### config.mk
export PLATFORM = sky130hd
export DESIGN_NAME = tlbhmt_ctrl
export DESIGN_NICKNAME = d
export VERILOG_FILES = /design/src/rtl/tlbhmt_pkg.sv /design/src/rtl/tlbhmt_ctrl.sv
export SDC_FILE = /design/constraint.sdc
export NUM_CORES = 1
export LEC_CHECK = 0
export BUFFER_PORTS_ARGS = -buffer_cell sky130_fd_sc_hd__buf_2
export CAP_MARGIN = 20
export CORE_AREA = 5 5 42 44
export CTS_CLUSTER_SIZE = 16
export DETAILED_ROUTE_END_ITERATION = 16
export DIE_AREA = 0 0 47 49
export GPL_TIMING_DRIVEN = 0
export PLACE_DENSITY = 0.42
export SLEW_MARGIN = 30
export SYNTH_ARGS = -nofsm -noshare
export SYNTH_HDL_FRONTEND = slang
export SYNTH_SLANG_ARGS = --single-unit
### constraint.sdc
create_clock -name i_clk -period 1.7 [get_ports i_clk]
set_clock_uncertainty 0.15 [all_clocks]
set_input_delay 0.17 -clock i_clk [delete_from_list [all_inputs] [get_ports i_clk]]
set_output_delay 0.17 -clock i_clk [all_outputs]
set_load 0.05 [all_outputs]
### src/rtl/tlbhmt_pkg.sv
// Types, constants and register codes for the TLB hit/miss tracker
`default_nettype none

package tlbhmt_pkg;

    // Fixed field widths
    localparam int VADDR_W    = 64;
    localparam int BYTES_W    = 8;
    localparam int PAGE_OUT_W = 64;
    localparam int CNT_W      = 32;
    localparam int SHIFT_W    = 5;
    localparam int ENTRIES_W  = 7;
    localparam int CFG_IDX_W  = 3;
    localparam int CFG_DATA_W = 32;

    // Parameter defaults
    localparam int MAX_ENTRIES_DEF = 64;
    localparam int ADDR_BITS_DEF   = 64;

    // Register reset values
    localparam logic [SHIFT_W-1:0]   RST_PAGE_SHIFT   = 5'd12;
    localparam logic [ENTRIES_W-1:0] RST_TLB_ENTRIES  = 7'd64;
    localparam logic                 RST_USE_LRU      = 1'b1;
    localparam logic [CNT_W-1:0]     RST_FLUSH_PERIOD = 32'd0;
    localparam logic                 RST_SKIP_INSTR   = 1'b0;

    // Register indexes
    localparam logic [CFG_IDX_W-1:0] CFG_PAGE_SHIFT   = 3'd0;
    localparam logic [CFG_IDX_W-1:0] CFG_TLB_ENTRIES  = 3'd1;
    localparam logic [CFG_IDX_W-1:0] CFG_USE_LRU      = 3'd2;
    localparam logic [CFG_IDX_W-1:0] CFG_FLUSH_PERIOD = 3'd3;
    localparam logic [CFG_IDX_W-1:0] CFG_SKIP_INSTR   = 3'd4;

    typedef struct packed {
        logic [VADDR_W-1:0] virt_address;
        logic [BYTES_W-1:0] access_bytes;
        logic               is_fetch;
    } t_in_item;

    typedef struct packed {
        logic [PAGE_OUT_W-1:0] page_number;
        logic                  hit;
        logic                  flushed;
        logic                  last;
        logic [CNT_W-1:0]      lookup_count;
        logic [CNT_W-1:0]      miss_count;
    } t_out_item;

    typedef enum logic [2:0] {
        ST_IDLE,
        ST_PREP,
        ST_START,
        ST_SEARCH,
        ST_DECIDE,
        ST_SHIFT,
        ST_INSERT,
        ST_EMIT
    } t_state;

    // Controller to datapath
    typedef struct packed {
        logic idle;
        logic capture;
        logic prep;
        logic start;
        logic search;
        logic decide;
        logic shift;
        logic insert;
        logic emit;
    } t_ctrl_cmd;

    // Datapath to controller
    typedef struct packed {
        logic drop;
        logic hit_now;
        logic search_miss;
        logic shift_done;
        logic out_free;
        logic two;
    } t_dp_stat;

endpackage

`default_nettype wire

### src/rtl/tlbhmt_ctrl.sv
// Sequencer for the TLB hit/miss tracker: one lookup at a time
`default_nettype none

module tlbhmt_ctrl (
    input  wire logic                  i_clk,
    input  wire logic                  i_rst_n,
    input  wire logic                  i_in_valid,
    input  wire tlbhmt_pkg::t_dp_stat  i_stat,
    output tlbhmt_pkg::t_ctrl_cmd      o_cmd
);

    tlbhmt_pkg::t_state r_state;
    tlbhmt_pkg::t_state n_state;

    // State register
    always_ff @(posedge i_clk) begin
        if (!i_rst_n) begin
            r_state <= tlbhmt_pkg::ST_IDLE;
        end else begin
            r_state <= n_state;
        end
    end

    // Next state
    always_comb begin
        n_state = r_state;
        case (r_state)
            tlbhmt_pkg::ST_IDLE: begin
                if (i_in_valid && !i_stat.drop) n_state = tlbhmt_pkg::ST_PREP;
            end
            tlbhmt_pkg::ST_PREP:   n_state = tlbhmt_pkg::ST_START;
            tlbhmt_pkg::ST_START:  n_state = tlbhmt_pkg::ST_SEARCH;
            tlbhmt_pkg::ST_SEARCH: begin
                if (i_stat.hit_now || i_stat.search_miss) n_state = tlbhmt_pkg::ST_DECIDE;
            end
            tlbhmt_pkg::ST_DECIDE: n_state = tlbhmt_pkg::ST_SHIFT;
            tlbhmt_pkg::ST_SHIFT: begin
                if (i_stat.shift_done) n_state = tlbhmt_pkg::ST_INSERT;
            end
            tlbhmt_pkg::ST_INSERT: n_state = tlbhmt_pkg::ST_EMIT;
            tlbhmt_pkg::ST_EMIT: begin
                if (i_stat.out_free) begin
                    n_state = i_stat.two ? tlbhmt_pkg::ST_START : tlbhmt_pkg::ST_IDLE;
                end
            end
            default: n_state = tlbhmt_pkg::ST_IDLE;
        endcase
    end

    // Commands
    always_comb begin
        o_cmd         = '0;
        o_cmd.idle    = (r_state == tlbhmt_pkg::ST_IDLE);
        o_cmd.capture = (r_state == tlbhmt_pkg::ST_IDLE) && i_in_valid;
        o_cmd.prep    = (r_state == tlbhmt_pkg::ST_PREP);
        o_cmd.start   = (r_state == tlbhmt_pkg::ST_START);
        o_cmd.search  = (r_state == tlbhmt_pkg::ST_SEARCH);
        o_cmd.decide  = (r_state == tlbhmt_pkg::ST_DECIDE);
        o_cmd.shift   = (r_state == tlbhmt_pkg::ST_SHIFT);
        o_cmd.insert  = (r_state == tlbhmt_pkg::ST_INSERT);
        o_cmd.emit    = (r_state == tlbhmt_pkg::ST_EMIT);
    end

endmodule

`default_nettype wire

==> run metrics <==
run status complete, no violations; final WL between 700 and 800 µm; FFs w/ async S/R, synth 0%; drt via density 4.34; Seq cells post-synth 3; most common cell in the netlist nor2_1; Fillers about 180; dominant cells by area after synthesis dfxtp_1 23%, nor3b_1 8.6%, nand2b_1 7.1%; Final Non-Filler Cells 70; Ports 18; average cell area after synthesis between 7 and 8 µm²; Reg2Reg Depth 4; crit path cell chain buf_2, nor3_4, and2_2, clkbuf_4; CTS Sinks 3; GRT overflow 0; post-synthesis cell type count 18; Max clock buf depth 2; max frequency 0.615 GHz; largest net degree at the start of global routing 11; Peak VDD IR 305 µV; worst flop-to-flop path endpoint r_state[0]$_SDFFE_PN0P_; pwr dens 984 nW/µm²; vias in the first global route 278; number of max-cap violations 0; Worst Hold Launch i_rst_n; detailed-route wire length per cell 10.2 µm; Syn. warnings 0; RePlAce Congestion 0.646; nets 64; Reg clk slew, reported paths 0.04 ns; Worst-Margin Slew 0.267 ns; CP Capture Type primary output; largest registers r_state x3; Mapped Cells 33; slew margin rel. 82.2%; Largest Register r_state; Critical Path Start Type flop; total power draw 0.406 mW; Hold Path Sink r_state[2]$_SDFFE_PN0P_; CTS tree done; Rows 14; leading area contributor after synthesis dfxtp_1; DIE AREA roughly 2300 µm²; Hold Violations, Final 0; Data arrival, critical path 1.31 ns; Initial Utilization 18.8%; P&R area growth vs syn 57.1%; pre-CTS setup slack 0.271 ns; vias 304; Critical Path Max Stage Delay 0.29 ns; Mapped Area approximately 260 µm²; CTS HTree Levels 1; CORE AREA about 1400 µm²; unrepaired setup endpoints after global routing no; total CTS buffers 3; DRT antenna net count 0; number of remaining DRC errors 0; Port Buffers 17; drt pass-1 iters 4; Synth top area share 22.9%; Setup WS post-layout about 0.075 ns; antenna violations before repair 0; die width 47 µm; worst hold slack 0.0412 ns; r2r startpoint r_state[1]$_SDFFE_PN0P_; CP max-delay cell dfxtp_1; Hold Path Stages 2; 1st-iter DRT viols 2; number of flops mapped to enable cells by yosys 0; DP Wirelength between 500 and 600 µm; register area share after synthesis between 20 and 25%; root buf cell clkbuf_4; final setup vio count 0; minimum clock period after layout 1.63 ns; Max Fanout on Critical Path 10; Synth Flop Type dfxtp_1; Max Transition Viols Final 0; Worst Path Required ~1.4 ns; DIE HEIGHT 49 µm; setup_tns 0 ns; clk_lat worst skew roughly 0.24 ns; fin crit share ~96%; Largest delay share family, worst path buffers and inverters; reg2reg setup slack 0.48 ns; Buf/Inv on CP 2; max reg flops 3; critical setup path kind reg -> out; diodes inserted 0; Tot GR Track Use 6.90%; syn_nets 42; Hold WC Path Type in -> reg; cts hold-fix bufs 0; layout cells sized above 1 about 56%; first-pass GRT wire length 1080 µm; placed cells 66; Leak 0.204 nW
placed cells by master (no fill, tap or decap):
cell      count
and2_2        1
and3b_1       1
buf_2        16
nor4b_2       1
dfxtp_2       1
nor3b_1       2
and3_1        1
a21oi_1       3
nand2b_1      3
a211oi_2      1
inv_1         1
clkbuf_1      1
a221oi_2      1
nand2_1       3
buf_4         2
nor3b_2       1
dfxtp_1       2
clkbuf_4      5
o221a_1       1
nor3_4        1
nor2_1        5
o21a_1        1
report_power, final:
| group | internal (mW) | switching [mW] | leakage (nW) |
|---|---|---|---|
| clock | 0.0881 | 0.0391 | 0.0150 |
| combinational | 0.0623 | 0.133 | 0.164 |
| sequential | 0.0796 | 0.00443 | 0.0251 |
| total | 0.230 | 0.176 | 0.204 |
through the flow:
step | util, % | instance area, µm²
after floorplan | - | 275
after global placement | 27.1 | 380
after detailed placement | 27.1 | 380
after CTS | 29.0 | 407
after global routing | 29.5 | 413
final | 29.5 | 413
cells by family after synthesis:
kind of cell    count (synthesis)  share of synthesized area, %
buf+inv                         4                          9.04
simple gates                   19                          44.8
flops                           3                          22.9
compound gates                  7                          23.3
layout make-up:
cell class	count	area (µm²)	area share, %
Buffer	3	20.0	4.85
Multi-Input combinational cell	26	191	46.4
Sequential cell	3	61.3	14.8
Clock buffer	4	26.3	6.36
Tap cell	16	20.0	4.85
Timing Repair Buffer	17	90.1	21.8
Inverter	1	3.75	0.909
worst register-to-register path: cells and delay by family, from the launching register on:
kind,cells,cell delay (ns)
buf+inv,1,0.17
flops,1,0.31
compound gates,2,0.42
simple gates,1,0.08
per-layer routing:
layer | vias up | routed length [µm] | global-route usage [%]
met5 | - | 0 | 0
met2 | 12 | 338 | 9.28
met4 | 0 | 8 | 5.53
li1 | 159 | - | -
met1 | 131 | 308 | 7.91
met3 | 2 | 57 | 3.32
worst max path at each step:
stage | startpoint | to | slack (ns) | cells after the start
after global routing | r_state[0]$_SDFFE_PN0P_ | o_cmd[7] | 0.007 | 4
after detailed placement | r_state[2]$_SDFFE_PN0P_ | o_cmd[3] | 0.27 | 3
after CTS | r_state[2]$_SDFFE_PN0P_ | o_cmd[3] | 0.02 | 3
final | r_state[0]$_SDFFE_PN0P_ | o_cmd[7] | 0.07 | 4
after floorplan | r_state[2]$_SDFFE_PN0P_ | o_cmd[5] | -0.31 | 2
after global placement | r_state[2]$_SDFFE_PN0P_ | o_cmd[3] | 0.27 | 3
repair_timing:
item,4_1_cts,5_1_grt
setup endpoints to repair,0,4
resized for setup,0,3
setup buffers,0,0
Note: power is estimated with default switching activity, not from simulation.
